File: config.mk
export PLATFORM = sky130hd
export DESIGN_NAME = rbth_front_flat
export DESIGN_NICKNAME = d
export VERILOG_FILES = /design/src/rtl/rbth_pkg.sv /design/src/rtl/rbth_ifs.sv /design/src/rtl/rbth_front.sv /design/src/flat_wrapper.sv
export SDC_FILE = /design/constraint.sdc
export NUM_CORES = 1
export LEC_CHECK = 0
export CAP_MARGIN = 25
export CORE_UTILIZATION = 30
export CTS_BUF_LIST = sky130_fd_sc_hd__clkbuf_8
export DETAILED_ROUTE_END_ITERATION = 10
export DONT_BUFFER_PORTS = 1
export GPL_TIMING_DRIVEN = 0
export PLACE_DENSITY = 0.44
export SLEW_MARGIN = 20
export SYNTH_ARGS = -nofsm -noshare
export SYNTH_HDL_FRONTEND = slang
export SYNTH_SLANG_ARGS = --single-unit
File: constraint.sdc
create_clock -name i_clk -period 3.9 [get_ports i_clk]
set_input_delay 0.195 -clock i_clk [delete_from_list [all_inputs] [get_ports i_clk]]
set_output_delay 0.195 -clock i_clk [all_outputs]
set_load 0.02 [all_outputs]
File: src/rtl/rbth_pkg.sv
// Shared types, constants and helpers for the ROI band threshold histogram.
// No dependencies; every other file in rtl/ but rbth_ram uses this package.
package rbth_pkg;

    localparam int COUNT_BITS    = 24;
    localparam int COORD_BITS    = 12;
    localparam int SIZE_BITS     = COORD_BITS + 1;
    localparam int PIX_BITS      = 8;
    localparam int BIN_BITS      = 8;
    localparam int NUM_BINS      = 1 << BIN_BITS;
    localparam int FIELD_BITS    = 24;
    localparam int CFG_IDX_BITS  = 3;
    localparam int CFG_DATA_BITS = SIZE_BITS;
    localparam int Q_DEPTH       = 4;
    localparam int Q_PTR_BITS    = $clog2(Q_DEPTH);

    localparam logic [PIX_BITS-1:0] PIX_MAX = {PIX_BITS{1'b1}};

    typedef enum logic [CFG_IDX_BITS-1:0] {
        CFG_BAND_LOW      = 3'd0,
        CFG_BAND_HIGH     = 3'd1,
        CFG_MARK_ENABLE   = 3'd2,
        CFG_REGION_ENABLE = 3'd3,
        CFG_REGION_X      = 3'd4,
        CFG_REGION_Y      = 3'd5,
        CFG_REGION_WIDTH  = 3'd6,
        CFG_REGION_HEIGHT = 3'd7
    } t_cfg_idx;

    localparam logic OP_PIXEL = 1'b0;
    localparam logic OP_READ  = 1'b1;

    typedef struct packed {
        logic [CFG_IDX_BITS-1:0]  index;
        logic [CFG_DATA_BITS-1:0] data;
    } t_cfg_wr;

    typedef struct packed {
        logic [PIX_BITS-1:0]   band_low;
        logic [PIX_BITS-1:0]   band_high;
        logic                  mark_enable;
        logic                  region_enable;
        logic [COORD_BITS-1:0] region_x;
        logic [COORD_BITS-1:0] region_y;
        logic [SIZE_BITS-1:0]  region_width;
        logic [SIZE_BITS-1:0]  region_height;
    } t_cfg;

    typedef struct packed {
        logic                  opcode;
        logic [PIX_BITS-1:0]   gray_level;
        logic [COORD_BITS-1:0] column;
        logic [COORD_BITS-1:0] row;
        logic                  frame_start;
        logic [BIN_BITS-1:0]   bin_index;
    } t_pix;

    typedef struct packed {
        logic [PIX_BITS-1:0]   red_out;
        logic [PIX_BITS-1:0]   green_out;
        logic [PIX_BITS-1:0]   blue_out;
        logic                  marked;
        logic [FIELD_BITS-1:0] bin_count;
        logic [FIELD_BITS-1:0] peak_count;
    } t_res;

    // classified item passed from the front end to the histogram back end
    typedef struct packed {
        logic                op;
        logic                hit;
        logic                clr;
        logic [PIX_BITS-1:0] gray;
        logic [BIN_BITS-1:0] addr;
    } t_work;

    typedef struct packed {
        logic  push;
        t_work item;
    } t_push;

    typedef struct packed {
        logic  empty;
        t_work head;
    } t_qhead;

    function automatic logic [FIELD_BITS-1:0] f_clamp(input logic [COUNT_BITS-1:0] v);
        logic [31:0] w;
        w = 32'(v);
        if (w > 32'((1 << FIELD_BITS) - 1))
            return {FIELD_BITS{1'b1}};
        return w[FIELD_BITS-1:0];
    endfunction

endpackage

File: src/rtl/rbth_ifs.sv
// Valid/ready channel interfaces: pixel input, result output, config write.
// Depends on rbth_pkg.
interface rbth_pix_if;
    logic             valid;
    logic             ready;
    rbth_pkg::t_pix   data;
    modport source (output valid, output data, input ready);
    modport sink   (input valid, input data, output ready);
endinterface


interface rbth_cfg_if;
    logic              valid;
    logic              ready;
    rbth_pkg::t_cfg_wr data;
    modport source (output valid, output data, input ready);
    modport sink   (input valid, input data, output ready);
endinterface

File: src/rtl/rbth_front.sv
// Front end: config registers, input handshake and band/region classification.
// Depends on rbth_pkg and rbth_ifs.
module rbth_front (
    input  logic              i_clk,
    input  logic              i_rst_n,
    rbth_cfg_if.sink          i_cfg,
    rbth_pix_if.sink          i_pix,
    input  logic              i_full,
    output rbth_pkg::t_push   o_push
);
    import rbth_pkg::*;

    t_cfg r_cfg;
    t_cfg n_cfg;

    logic                  in_band;
    logic                  in_col;
    logic                  in_row;
    logic                  in_region;
    logic [COORD_BITS+1:0] col_end;
    logic [COORD_BITS+1:0] row_end;
    t_pix                  pix;

    assign i_cfg.ready = 1'b1;

    always_comb begin
        n_cfg = r_cfg;
        if (i_cfg.valid) begin
            unique case (t_cfg_idx'(i_cfg.data.index))
                CFG_BAND_LOW:      n_cfg.band_low      = i_cfg.data.data[PIX_BITS-1:0];
                CFG_BAND_HIGH:     n_cfg.band_high     = i_cfg.data.data[PIX_BITS-1:0];
                CFG_MARK_ENABLE:   n_cfg.mark_enable   = i_cfg.data.data[0];
                CFG_REGION_ENABLE: n_cfg.region_enable = i_cfg.data.data[0];
                CFG_REGION_X:      n_cfg.region_x      = i_cfg.data.data[COORD_BITS-1:0];
                CFG_REGION_Y:      n_cfg.region_y      = i_cfg.data.data[COORD_BITS-1:0];
                CFG_REGION_WIDTH:  n_cfg.region_width  = i_cfg.data.data[SIZE_BITS-1:0];
                CFG_REGION_HEIGHT: n_cfg.region_height = i_cfg.data.data[SIZE_BITS-1:0];
                default:           n_cfg = r_cfg;
            endcase
        end
    end

    always_ff @(posedge i_clk) begin
        if (!i_rst_n) begin
            r_cfg.band_low      <= PIX_BITS'(128);
            r_cfg.band_high     <= PIX_MAX;
            r_cfg.mark_enable   <= 1'b0;
            r_cfg.region_enable <= 1'b0;
            r_cfg.region_x      <= '0;
            r_cfg.region_y      <= '0;
            r_cfg.region_width  <= SIZE_BITS'(500);
            r_cfg.region_height <= SIZE_BITS'(500);
        end else begin
            r_cfg <= n_cfg;
        end
    end

    assign pix = i_pix.data;

    // region end is exclusive and may run past the last coordinate
    assign col_end = {2'b00, r_cfg.region_x} + {1'b0, r_cfg.region_width};
    assign row_end = {2'b00, r_cfg.region_y} + {1'b0, r_cfg.region_height};

    assign in_band   = (pix.gray_level >= r_cfg.band_low) && (pix.gray_level <= r_cfg.band_high);
    assign in_col    = (pix.column >= r_cfg.region_x) && ({2'b00, pix.column} < col_end);
    assign in_row    = (pix.row >= r_cfg.region_y) && ({2'b00, pix.row} < row_end);
    assign in_region = !r_cfg.region_enable || (in_col && in_row);

    assign i_pix.ready = !i_full;

    always_comb begin
        o_push.push      = i_pix.valid && !i_full;
        o_push.item.op   = pix.opcode;
        o_push.item.hit  = (pix.opcode == OP_PIXEL) && r_cfg.mark_enable && in_band && in_region;
        o_push.item.clr  = (pix.opcode == OP_PIXEL) && pix.frame_start;
        o_push.item.gray = pix.gray_level;
        o_push.item.addr = (pix.opcode == OP_READ) ? pix.bin_index : pix.gray_level;
    end
endmodule

File: src/flat_wrapper.sv
// flat-port wrapper written by rule: the top's interface ports become plain ports
module rbth_front_flat import rbth_pkg::*;
  (i_clk, i_rst_n, i_full, o_push, i_cfg_valid, i_cfg_data, i_cfg_ready, i_pix_valid, i_pix_data, i_pix_ready);
  rbth_cfg_if i_cfg_i ();
  rbth_pix_if i_pix_i ();
  input  logic i_clk;
  input  logic i_rst_n;
  input  logic i_full;
  output rbth_pkg::t_push o_push;
  input wire logic [$bits(i_cfg_i.valid)-1:0] i_cfg_valid;
  input wire logic [$bits(i_cfg_i.data)-1:0] i_cfg_data;
  output wire logic [$bits(i_cfg_i.ready)-1:0] i_cfg_ready;
  input wire logic [$bits(i_pix_i.valid)-1:0] i_pix_valid;
  input wire logic [$bits(i_pix_i.data)-1:0] i_pix_data;
  output wire logic [$bits(i_pix_i.ready)-1:0] i_pix_ready;
  assign i_cfg_i.valid = i_cfg_valid;
  assign i_cfg_i.data = i_cfg_data;
  assign i_cfg_ready = i_cfg_i.ready;
  assign i_pix_i.valid = i_pix_valid;
  assign i_pix_i.data = i_pix_data;
  assign i_pix_ready = i_pix_i.ready;
  rbth_front u_core (.i_clk(i_clk), .i_rst_n(i_rst_n), .i_cfg(i_cfg_i), .i_pix(i_pix_i), .i_full(i_full), .o_push(o_push));
endmodule
==> flow_summary_export.csv <==
group,metric,value,unit
layout,drive_gt1_share,11.41,%
placement,hpwl,10.92,mm
worst_setup_path,criticalPathCategory,"reg -> out",
routing,firstDrtPassIters,4,
layout,reg_top3,"u_core.r_cfg (68)",
worst_setup_path,reg2reg_to,"u_core.r_cfg[50]",
global_route,grt_util_met3,4.985,%
layout,fin_util,35.83,%
worst_setup_path,cp-start-kind,"register",
synth,syn_inst,641,
timing,fin_skew,0,ps
timing,fmax,257.6,MHz
outcome,status,"finished clean",
global_route,met2_usage,27.26,%
clock_tree,htree_levels,3,
placement,portBuffers,0,
worst_hold_path,hp-start,"i_cfg_data[7]",
clock_tree,cts_inserted_buffers,9,
global_route,busiest_layer,"met2",
worst_hold_path,hold_path_depth,2,
worst_setup_path,cp.required,3700,ps
synth,async_flop_share,0,%
global_route,grt_max_degree,11,
synth,synth_ff_type,"dfxtp_1",
synth,ys_warn_count,0,
routing,wl,14.10,mm
floorplan,num_rows,47,
synth,ys_types,50,
timing,hold_viol,0,
worst_setup_path,cp-end-kind,"primary output",
global_route,grt_pass1_wl,22.77,mm
routing,ant_nets,0,
placement,placed_cell_area,0.005450,mm²
layout,regMostFlops,"u_core.r_cfg",
global_route,gr-total-overflow,0,
layout,fillers,1786,
synth,ys_seq_elements,68,
floorplan,io_pins,85,
layout,stdcell_count,899,
synth,ys_top_cells_by_area,"dfxtp_1, ha_1, nand2_1",
power_and_ir_drop,powerDensity,272.7,mW/mm²
synth,synth_top_cell_by_area,"dfxtp_1",
clock_tree,root_buffer,"clkbuf_8",
global_route,grt_pass1_vias,4398,
global_route,antenna_found_initial,4,
synth,syn_area,0.005175,mm²
clock_tree,clock_latency,340,ps
timing,post-route-min-period,3882,ps
placement,gp_congestion,0.8507,
synth,synth-edff-count,0,
layout,stdcell_area,0.005984,mm²
layout,area_growth_syn_to_layout,15.64,%
floorplan,initial_core_util,30.99,%
layout,layout.nets,823,
worst_setup_path,r2r-start,"u_core.r_cfg[50]",
routing,drtIter0Drc,177,
timing,worstMarginPinSlew,693.3,ps
layout,largest_register_ffs,68,
timing,fin_crit_sh,99.55,%
timing,rsz0062_at_grt,"true",
placement,place_inst,861,
worst_hold_path,hold_class,"in -> reg",
power_and_ir_drop,ir_drop,0.1556,mV
synth,synth_top_area_share,26.31,%
synth,ys_seq_area_share,26.31,%
global_route,grtUsageMet1,20.91,%
clock_tree,cts_tree,"built",
floorplan,core_area,0.01670,mm²
power_and_ir_drop,power_leakage,2.480,nW
power_and_ir_drop,total_power,1.632,mW
synth,synth_common_cells,"nand2_1, ha_1, dfxtp_1",
timing,maxSlewViolCount,0,
worst_hold_path,hold_end,"u_core.r_cfg[45]",
global_route,grt_use_total,16.52,%
run,drv_cap,0,
clock_tree,clock_sinks,68,
clock_tree,clkTransAtPathRegs,70,ps
routing,drc,0,
synth,syn_area_per_cell,8.073,µm²
worst_setup_path,r2r_slack,2980,ps
synth,yosysMostFrequentCell,"nand2_1",
clock_tree,clockBufferDepth,2,
synth,synth_nets,792,
timing,setup_viol,0,
floorplan,fp.dieArea,0.01778,mm²
worst_setup_path,critPathArrivalTime,3690,ps
routing,vias_per_cell,4.957,
routing,wl_per_cell,15.68,µm
floorplan,chipHeight,133.3,µm
worst_setup_path,reg2regPathDepth,3,
timing,max_slew_margin,53.43,%
floorplan,die_w,133.3,µm
worst_setup_path,cp_max_fo,3,
routing,vias,4456,
==> power by group <==
group / switching, mW / internal, mW / total (mW)
sequential: 0.0135 / 0.712 / 0.725
clock: 0.258 / 0.320 / 0.578
combinational: 0.186 / 0.143 / 0.329
total: 0.457 / 1.17 / 1.63
==> through the flow <==
step / setup TNS (ps) / setup slack [ps] / hold slack, ps
3_3_place_gp: 0 / 14.94 / 323.1
6_report: 0 / 17.69 / 23.60
4_1_cts: -19.52 / -19.52 / 4.003
2_1_floorplan: 0 / 512.7 / 319.0
5_1_grt: -199.0 / -199.0 / 36.39
3_5_place_dp: 0 / 1.621 / 325.1
==> placed cells by master (no fill, tap or decap), types with 4 or more instances in the layout <==
cell type / count
nand2_1: 139
ha_1: 81
dfxtp_1: 61
inv_1: 47
a21boi_0: 46
clkbuf_1: 22
nand3_1: 22
a21oi_1: 22
buf_4: 17
o21ai_0: 15
a21o_1: 15
nor2_1: 14
nand2b_1: 12
dlygate4sd3_1: 12
xor2_1: 11
clkbuf_8: 11
nor2b_1: 9
o211ai_1: 8
o21a_1: 8
nor3_1: 7
mux2_2: 7
dfxtp_2: 6
xnor2_1: 5
a21oi_2: 5
o21bai_1: 5
diode_2: 4
or3_1: 4
a211oi_1: 4
ha_4: 4
==> kinds of logic (layout without fill, tap and decap cells) <==
logic type / count (synthesis) / after routing / synth area share, %
other: 1 / 5 / 0.07246
AOI/OAI and AO/OA: 159 / 159 / 22.20
adders and majority gates: 88 / 88 / 21.57
muxes: 10 / 10 / 2.104
xor gates and xnor gates: 17 / 17 / 2.877
and+or+nand+nor: 219 / 219 / 18.42
DFF: 68 / 68 / 26.31
buffers and inverters: 79 / 113 / 6.456
==> routing by layer <==
metal / part of all wire, % / up-vias
li1: - / 2282
met1: 46 / 2057
met2: 47 / 108
met3: 6.1 / 9
met4: 0.79 / 0
met5: 0 / -
==> what timing repair did <==
item,in CTS,in global routing
pin swaps,17,5
setup endpoints to repair,1,1
hold buffers,12,0
gates resized for setup,29,4
buffers inserted,7,0
hold endpoints to repair,59,0
==> worst max-delay path, stage by stage, from the launching register on <==
cell	delay, ps
dfxtp_2	350
ha_4	170
fa_2	400
a211o_1	280
o211ai_2	100
a21oi_2	90
o21a_1	180
nor2_1	110
xor2_1	170
ha_1	270
a21oi_2	130
nor2b_1	60
a2111oi_2	270
nor3_2	90
a211oi_2	180
nor3b_2	90
a221oi_4	400
==> worst max-delay path by stage <==
stage,startpoint,end,cells after the start
2_1_floorplan,u_core.r_cfg[13],o_push[17],16
3_3_place_gp,u_core.r_cfg[26],o_push[17],14
3_5_place_dp,u_core.r_cfg[26],o_push[17],14
4_1_cts,u_core.r_cfg[38],o_push[17],16
5_1_grt,u_core.r_cfg[38],o_push[17],16
6_report,u_core.r_cfg[38],o_push[17],16
==> area by class of cell <==
cell class / count / area, µm² / area share (%)
timing repair buffer: 20 / 177.7 / 2.969
multi-input combinational: 494 / 3625 / 60.57
tap: 220 / 275.3 / 4.600
clock buffer: 11 / 151.4 / 2.530
clock inverter: 3 / 38.79 / 0.6481
sequential: 68 / 1373 / 22.94
antenna: 4 / 10.01 / 0.1673
buffer: 32 / 157.7 / 2.634
inverter: 47 / 176.4 / 2.948
Power figures use the tool's default switching activity.
