<file path="config.mk">
export PLATFORM = sky130hd
export DESIGN_NAME = rbth_queue
export DESIGN_NICKNAME = d
export VERILOG_FILES = /design/src/rtl/rbth_pkg.sv /design/src/rtl/rbth_queue.sv
export SDC_FILE = /design/constraint.sdc
export NUM_CORES = 1
export LEC_CHECK = 0
export BUFFER_PORTS_ARGS = -buffer_cell sky130_fd_sc_hd__buf_4
export CAP_MARGIN = 20
export CORE_ASPECT_RATIO = 1.2
export CORE_MARGIN = 8
export CORE_UTILIZATION = 30
export DETAILED_ROUTE_END_ITERATION = 12
export PLACE_DENSITY_LB_ADDON = 0.08
export SYNTH_ARGS = -nofsm -noshare
export SYNTH_HDL_FRONTEND = slang
export SYNTH_SLANG_ARGS = --single-unit
</file>
<file path="constraint.sdc">
create_clock -name i_clk -period 2.2 [get_ports i_clk]
set_input_delay 0.66 -clock i_clk [delete_from_list [all_inputs] [get_ports i_clk]]
set_output_delay 0.66 -clock i_clk [all_outputs]
set_load 0.05 [all_outputs]
</file>
<file path="src/rtl/rbth_pkg.sv">
// Shared types, constants and helpers for the ROI band threshold histogram.
// No dependencies; every other file in rtl/ but rbth_ram uses this package.
package rbth_pkg;

    localparam int COUNT_BITS    = 24;
    localparam int COORD_BITS    = 12;
    localparam int SIZE_BITS     = COORD_BITS + 1;
    localparam int PIX_BITS      = 8;
    localparam int BIN_BITS      = 8;
    localparam int NUM_BINS      = 1 << BIN_BITS;
    localparam int FIELD_BITS    = 24;
    localparam int CFG_IDX_BITS  = 3;
    localparam int CFG_DATA_BITS = SIZE_BITS;
    localparam int Q_DEPTH       = 4;
    localparam int Q_PTR_BITS    = $clog2(Q_DEPTH);

    localparam logic [PIX_BITS-1:0] PIX_MAX = {PIX_BITS{1'b1}};

    typedef enum logic [CFG_IDX_BITS-1:0] {
        CFG_BAND_LOW      = 3'd0,
        CFG_BAND_HIGH     = 3'd1,
        CFG_MARK_ENABLE   = 3'd2,
        CFG_REGION_ENABLE = 3'd3,
        CFG_REGION_X      = 3'd4,
        CFG_REGION_Y      = 3'd5,
        CFG_REGION_WIDTH  = 3'd6,
        CFG_REGION_HEIGHT = 3'd7
    } t_cfg_idx;

    localparam logic OP_PIXEL = 1'b0;
    localparam logic OP_READ  = 1'b1;

    typedef struct packed {
        logic [CFG_IDX_BITS-1:0]  index;
        logic [CFG_DATA_BITS-1:0] data;
    } t_cfg_wr;

    typedef struct packed {
        logic [PIX_BITS-1:0]   band_low;
        logic [PIX_BITS-1:0]   band_high;
        logic                  mark_enable;
        logic                  region_enable;
        logic [COORD_BITS-1:0] region_x;
        logic [COORD_BITS-1:0] region_y;
        logic [SIZE_BITS-1:0]  region_width;
        logic [SIZE_BITS-1:0]  region_height;
    } t_cfg;

    typedef struct packed {
        logic                  opcode;
        logic [PIX_BITS-1:0]   gray_level;
        logic [COORD_BITS-1:0] column;
        logic [COORD_BITS-1:0] row;
        logic                  frame_start;
        logic [BIN_BITS-1:0]   bin_index;
    } t_pix;

    typedef struct packed {
        logic [PIX_BITS-1:0]   red_out;
        logic [PIX_BITS-1:0]   green_out;
        logic [PIX_BITS-1:0]   blue_out;
        logic                  marked;
        logic [FIELD_BITS-1:0] bin_count;
        logic [FIELD_BITS-1:0] peak_count;
    } t_res;

    // classified item passed from the front end to the histogram back end
    typedef struct packed {
        logic                op;
        logic                hit;
        logic                clr;
        logic [PIX_BITS-1:0] gray;
        logic [BIN_BITS-1:0] addr;
    } t_work;

    typedef struct packed {
        logic  push;
        t_work item;
    } t_push;

    typedef struct packed {
        logic  empty;
        t_work head;
    } t_qhead;

    function automatic logic [FIELD_BITS-1:0] f_clamp(input logic [COUNT_BITS-1:0] v);
        logic [31:0] w;
        w = 32'(v);
        if (w > 32'((1 << FIELD_BITS) - 1))
            return {FIELD_BITS{1'b1}};
        return w[FIELD_BITS-1:0];
    endfunction

endpackage

</file>
<file path="src/rtl/rbth_queue.sv">
// Small FIFO of classified items between front end and back end.
// Depends on rbth_pkg.
module rbth_queue (
    input  logic              i_clk,
    input  logic              i_rst_n,
    input  rbth_pkg::t_push   i_push,
    input  logic              i_pop,
    output logic              o_full,
    output rbth_pkg::t_qhead  o_head
);
    import rbth_pkg::*;

    t_work                 r_slot [Q_DEPTH];
    logic [Q_PTR_BITS-1:0] r_wptr;
    logic [Q_PTR_BITS-1:0] r_rptr;
    logic [Q_PTR_BITS:0]   r_count;
    logic                  do_pop;

    assign do_pop = i_pop && (r_count != '0);
    assign o_full = (r_count == (Q_PTR_BITS+1)'(Q_DEPTH));

    always_ff @(posedge i_clk) begin
        if (i_push.push) begin
            r_slot[r_wptr] <= i_push.item;
        end
    end

    always_ff @(posedge i_clk) begin
        if (!i_rst_n) begin
            r_wptr  <= '0;
            r_rptr  <= '0;
            r_count <= '0;
        end else begin
            if (i_push.push) begin
                r_wptr <= r_wptr + 1'b1;
            end
            if (do_pop) begin
                r_rptr <= r_rptr + 1'b1;
            end
            r_count <= r_count + (Q_PTR_BITS+1)'(i_push.push) - (Q_PTR_BITS+1)'(do_pop);
        end
    end

    assign o_head.empty = (r_count == '0);
    assign o_head.head  = r_slot[r_rptr];
endmodule

</file>
==> impl_metrics.csv, run 1 <==
group,metric,value,unit
sta,period_needed,2.302,ns
setup_path,required,1.54,ns
clocking,path_clk_slew,0.06,ns
clocking,cts_root_buf,"clkbuf_16",
placement,gp_congestion,0.6170,
setup_path,path_max_fanout,8,
synth,ys_ff_latch,85,
setup_path,critPathLaunchType,"flop",
setup_path,crit_path_cell_trace,"buf_12, buf_4, mux4_2, buf_6",
pwr,power_density,1166,nW/um2
detailed_routing,drt_iter0_drc,52,
sta,finalWorstSetupSlack,-0.1021,ns
synth,async_flop_share,0,%
setup_path,worstPathArrival,1.64,ns
synth,ys_seq_area_share,75.55,%
clocking,numCtsBuffers,9,
cells_and_area,drive_above_1_share,40.76,%
sta,worstMarginPinSlew,0.4695,ns
detailed_routing,via_per_inst,4.515,
placement,placed_cell_area,3780,um2
setup_path,slowest_delay,0.49,ns
grt,grt_overflow,0,
clocking,cts_max_path_buffers,2,
sta,rsz0062_at_grt,"true",
placement,place_inst,319,
placement,port_buffers,43,
grt,grt_pass1_wl,9653,um
floorplan,fp.coreArea,10570,um2
sta,setup_viol,16,
grt,antenna_found_initial,0,
synth,synth.cell_area,3259,um2
outcome,outcome,"finished, violations left",
sta,slew_headroom,68.30,%
cells_and_area,fill_cells,966,
cells_and_area,final_nets,237,
hold_path,hold_class,"flop to flop",
cells_and_area,antenna_cells,0,
clocking,clk_latency,0.33,ns
floorplan,io_pins,44,
sta,finalClockSkew,0.003841,ns
grt,grt_usage,8.928,%
cells_and_area,stdcell_area,4207,um2
detailed_routing,remaining_drc_errors,0,
floorplan,rows,41,
clocking,cts_tree,"built",
floorplan,die_width,111.2,um
sta,hold_viol,0,
floorplan,dieArea,14470,um2
sta,post-route-period-util,104.6,%
grt,grt_pass1_vias,1804,
cells_and_area,synthToLayoutAreaGrowth,29.06,%
synth,yosysWarnings,0,
pwr,power,0.004906,W
synth,syn-instance-count,144,
outcome,violations,"setup timing",
grt,grt_max_degree,20,
pwr,ir_worst_vdd,701.3,uV
run,drv_cap,0,
detailed_routing,vias,1535,
detailed_routing,totalWireLength,6066,um
floorplan,initial_utilization,30.84,%
setup_path,critical-path-slowest-cell,"mux4_2",
synth,synth_edf_count,76,
clocking,h-tree-depth,3,
sta,slew_violations,0,
synth,yosys.cell_types.count,21,
synth,synth_ff_type,"edfxtp_1",
detailed_routing,wl_per_cell,17.84,um
sta,fmax,434.4,MHz
clocking,clock_sinks,85,
placement,dp_hpwl,3682,um
cells_and_area,finalNonFillerCells,340,
detailed_routing,ant_nets,0,
pwr,leakage,1.495,nW
detailed_routing,firstDrtPassIters,4,
synth,syn_area_per_cell,22.63,um2
synth,syn-num-nets,174,
floorplan,die_h,130.2,um
setup_path,worstSetupEndpointType,"primary output",
setup_path,crit_type,"flop to primary output",
[per-stage QoR]
stage / hold slack [ns] / setup TNS, ns / util [%] / worst slack (ns)
after global placement: 0.4699 / 0 / 35.77 / 0.04378
after CTS: 0.4857 / -1.634 / 39.81 / -0.1292
after global routing: 0.5179 / -2.085 / 39.81 / -0.1571
after detailed placement: 0.4769 / -0.01110 / 35.77 / -0.01110
final: 0.4821 / -1.069 / 39.81 / -0.1021
after floorplan: 0.4489 / 0 / - / 0.1211
[Yosys cell counts (2+ instances only)]
library cell	count	area, um2
and2_1	8	50.05
edfxtp_1	76	2282
inv_1	6	22.52
buf_2	2	10.01
ha_1	6	75.07
mux4_2	10	225.2
nand2b_1	2	12.51
mux2i_1	4	40.04
nand2_1	2	7.510
mux4_1	9	236.5
dfxtp_1	9	180.2
[worst paths after layout]
| check | startpoint | to | slack [ns] | cells after the start |
|---|---|---|---|---|
| hold / removal | r_rptr[1] | r_rptr[1] | 0.48 | 2 |
| hold reg to reg | r_rptr[1] | r_rptr[1] | 0.48 | 2 |
| setup / recovery | flop | o_head[8] | -0.10 | 4 |
| setup reg to reg | r_count[1] | r_count[2] | 0.22 | 7 |
[where the power goes]
part	leakage [nW]	internal [W]	switching (W)
Sequential	0.773	0.00188	0.0000630
Combinational	0.586	0.000708	0.000847
Clock	0.136	0.000859	0.000550
Total	1.49	0.00345	0.00146
[layout by cell type (no fill, tap or decap), drive strengths merged]
cell type | Yosys | layout
clkinv | 0 | 4
nor2b | 1 | 1
and3 | 1 | 1
o31a | 1 | 1
clkinvlp | 0 | 1
bufinv | 0 | 1
clkbuf | 0 | 9
edfxtp | 76 | 76
buf | 4 | 56
xnor3 | 1 | 1
inv | 6 | 6
nand2 | 2 | 2
ha | 6 | 6
nand2b | 2 | 2
xor2 | 1 | 1
fa | 1 | 1
dfxtp | 9 | 9
and2 | 8 | 8
o311ai | 1 | 1
mux4 | 19 | 19
nor3 | 1 | 1
mux2i | 4 | 4
[state kept, by name, summed over array words and instances (netlist names), named ones only]
| signal | count |
|---|---|
| r_count | 3 |
| r_rptr | 2 |
| r_wptr | 2 |
| r_slot | 76 |
[final cells by class]
| cell class | count | area [um2] | area share [%] |
|---|---|---|---|
| clock inverters | 6 | 55.05 | 1.309 |
| multi-input cells | 49 | 710.7 | 16.89 |
| inverters | 6 | 22.52 | 0.5354 |
| repair buffers | 56 | 565.5 | 13.44 |
| clock buffers | 9 | 225.2 | 5.354 |
| well taps | 129 | 161.4 | 3.837 |
| flip-flops and latches | 85 | 2466 | 58.63 |
[timing repair]
item                       4_1_cts  5_1_grt
resized for setup               29        0
buffers inserted                 5        0
hold buffers                     0        0
setup endpoints to repair       19       19
gates cloned                     1        0
[cells by family (layout without fill, tap and decap cells)]
logic type / count (synthesis) / after routing / synth area share, %
adder cells (fa/ha/maj): 7 / 7 / 2.917
buffers and inverters: 10 / 77 / 1.958
AND/OR/NAND/NOR: 15 / 15 / 2.687
multiplexers: 23 / 23 / 15.39
flip-flops: 85 / 85 / 75.55
AO/OA/AOI/OAI: 2 / 2 / 0.5375
XOR/XNOR: 2 / 2 / 0.9597
[worst max-delay path, delay by kind of cell (launching register included)]
kind	cells	cell delay [ns]
buffers and inverters	3	0.44
flip-flops	1	0.38
multiplexers	1	0.49
[routing by layer]
layer,vias up,part of all wire (%),GRT usage [%]
met5,-,0,0
met4,0,1.6,4.242
met3,8,4.9,3.306
met2,31,53,15.84
met1,789,40,9.241
li1,707,-,-
No activity file was read; power rests on OpenSTA's default activity.
==> inputs of run 2 (changes only) <==
--- a/config.mk
+++ b/config.mk
@@ -5,6 +5,7 @@
 export SDC_FILE = /design/constraint.sdc
 export NUM_CORES = 1
 export LEC_CHECK = 0
+export ABC_CLOCK_PERIOD_IN_PS = 2200
 export BUFFER_PORTS_ARGS = -buffer_cell sky130_fd_sc_hd__buf_4
 export CAP_MARGIN = 20
 export CORE_ASPECT_RATIO = 1.2
==> constraint.sdc (replaced) <==
create_clock -name i_clk -period 2.2 [get_ports i_clk]
set_input_delay 0.55 -clock i_clk [delete_from_list [all_inputs] [get_ports i_clk]]
set_output_delay 0.55 -clock i_clk [all_outputs]
set_load 0.05 [all_outputs]
==> run 2 against run 1 <==
The flow now finishes without violations. Clock skew increased by 0.0027 ns. Final area decreased by 0.62%. Setup slack improved by 0.12 ns. Critical path depth unchanged. Final cell count decreased by 0.59%. Global-route usage decreased by 0.35 points. Wire length increased by 0.81%.
==> impl_metrics.csv, run 2 (synthesized netlist as in run 1, its figures left out) <==
group,metric,value,unit
pwr,power_frac_comb,29.6,%
cells_and_area,most-common-layout-cells,"edfxtp_1, buf_4, buf_6, mux4_2, clkbuf_16",
setup_path,r2r_cells,7,
cells_and_area,antenna_cells,0,
cells_and_area,stdcell_area,4180,um2
cells_and_area,top_regs,"r_slot x76, r_count x3",
clocking,numCtsBuffers,9,
setup_path,ff2ff_setup_slack,0.14,ns
grt,grt_usage,8.574,%
detailed_routing,totalWireLength,6115,um
setup_path,r2r-end,"r_count[2]",
pwr,p_sw,0.001430,W
sta,post-route-period-util,98.98,%
setup_path,worstPathArrival,1.63,ns
placement,port_buffers,43,
clocking,path_clk_slew,0.06,ns
cells_and_area,top_register,"r_slot",
hold_path,hold_depth,1,
detailed_routing,drt_iter0_drc,54,
setup_path,path_common_cell,"buf_12",
setup_path,slowest_delay,0.50,ns
grt,grt_overflow,0,
hold_path,hold_class,"input port to flop",
hold_path,hold_start,"i_push[10]",
setup_path,crit_path_cell_trace,"buf_12, buf_12, mux4_2, buf_6",
floorplan,io_pins,44,
sta,fin_hold_ws,0.4238,ns
setup_path,path_buf_inv,3,
cells_and_area,seq_area,2466,um2
placement,dp_hpwl,3774,um
setup_path,rr_startpoint,"r_count[1]",
run,drv_cap,0,
setup_path,crit_family,"multiplexers",
pwr,p_int,0.003496,W
floorplan,die_h,130.2,um
cells_and_area,final_nets,234,
cells_and_area,synthToLayoutAreaGrowth,28.25,%
setup_path,critical-path-slowest-cell,"mux4_2",
sta,setup_viol,0,
cells_and_area,fill_cells,966,
cells_and_area,final_core_util,39.56,%
floorplan,fp.coreArea,10570,um2
setup_path,critPathLaunchType,"flop",
grt,grt_max_degree,20,
sta,worstMarginPinSlew,0.4557,ns
floorplan,die_width,111.2,um
setup_path,worstSetupEndpointType,"primary output",
cells_and_area,drive_above_1_share,36.84,%
sta,period_needed,2.178,ns
grt,grt_pass1_vias,1705,
clocking,clock_sinks,85,
clocking,cts_tree,"built",
pwr,power,0.004926,W
floorplan,dieArea,14470,um2
clocking,clk_latency,0.32,ns
detailed_routing,remaining_drc_errors,0,
clocking,cts_max_path_buffers,2,
sta,slew_headroom,69.23,%
clocking,h-tree-depth,3,
detailed_routing,wl_per_cell,18.09,um
outcome,outcome,"finished, final reports clean",
detailed_routing,firstDrtPassIters,2,
sta,rsz0062_at_grt,"true",
cells_and_area,largest_register_ff_count,76,
hold_path,holdPathEnd,"r_slot[1][10]",
grt,grt_pass1_wl,9170,um
clocking,ctsHoldBuffers,0,
sta,hold_viol,0,
sta,fmax,459.2,MHz
cells_and_area,layout_commonest_cell,"edfxtp_1",
grt,antenna_found_initial,0,
pwr,ir_worst_vdd,703.4,uV
pwr,power_density,1178,nW/um2
placement,gp_congestion,0.6142,
detailed_routing,ant_nets,0,
pwr,leakage,1.490,nW
cells_and_area,multiInputGateArea,729.5,um2
setup_path,required,1.65,ns
pwr,power_frac_clock,31.1,%
clocking,cts_root_buf,"clkbuf_16",
pwr,p_sw_share,29.03,%
setup_path,path_max_fanout,7,
detailed_routing,via_per_inst,4.459,
sta,finalClockSkew,0.006521,ns
pwr,seqPwrFrac,39.3,%
placement,place_inst,318,
placement,placed_cell_area,3760,um2
cells_and_area,finalNonFillerCells,338,
sta,slew_violations,0,
floorplan,initial_utilization,30.84,%
setup_path,crit_type,"flop to primary output",
detailed_routing,vias,1507,
floorplan,rows,41,
[run 2: cell types whose count changed in the layout (fill, tap and decap cells not counted), sizes merged]
cell    previous run  this run
buf               56        52
bufinv             1         2
clkbuf             9        12
clkinv             4         2
[run 2: area by class of cell]
cell class | instances | area share (%)
Clock buffer | 11 | 5.567
Clock inverter | 5 | 1.796
Inverter | 6 | 0.5388
Multi-Input combinational cell | 49 | 17.45
Sequential cell | 85 | 58.99
Tap cell | 129 | 3.861
Timing Repair Buffer | 53 | 11.79
[run 2: per-stage QoR]
step	TNS (ns)	setup slack (ns)
2_1_floorplan	0	0.2311
3_3_place_gp	0	0.1148
3_5_place_dp	0	0.03402
4_1_cts	-0.05669	-0.01335
5_1_grt	-0.1162	-0.02279
6_report	0	0.02241
[run 2: how the worst max path moves through the flow]
stage | slack (ns) | end | cells past startpoint | from
global placement | 0.11 | r_count[2] | 8 | i_pop
floorplan | 0.23 | o_head[19] | 1 | r_count[1]
finish | 0.02 | o_head[9] | 4 | flop
detailed placement | 0.03 | r_count[2] | 8 | i_pop
CTS | -0.01 | o_head[4] | 4 | flop
global route | -0.02 | o_head[12] | 4 | flop
[run 2: layer usage]
layer,up-vias,share of wire [%],track usage (%)
li1,704,-,-
met1,763,40,9.249
met2,31,54,15.06
met3,9,3.8,2.525
met4,0,1.4,4.478
met5,-,0,0
[run 2: power by group through the flow]
stage | sequential, W | combinational (W) | clock, W
after floorplan | 0.00194 | 0.000977 | 0
after global placement | 0.00195 | 0.00131 | 0
after detailed placement | 0.00196 | 0.00134 | 0
after CTS | 0.00193 | 0.00143 | 0.00157
after global routing | 0.00195 | 0.00154 | 0.00163
final | 0.00194 | 0.00146 | 0.00153
[run 2: what timing repair did]
item / CTS / global route
gates resized for setup: 10 / 7
cloned: 0 / 1
endpoints found under the setup margin: 10 / 13
buffers inserted: 3 / 0
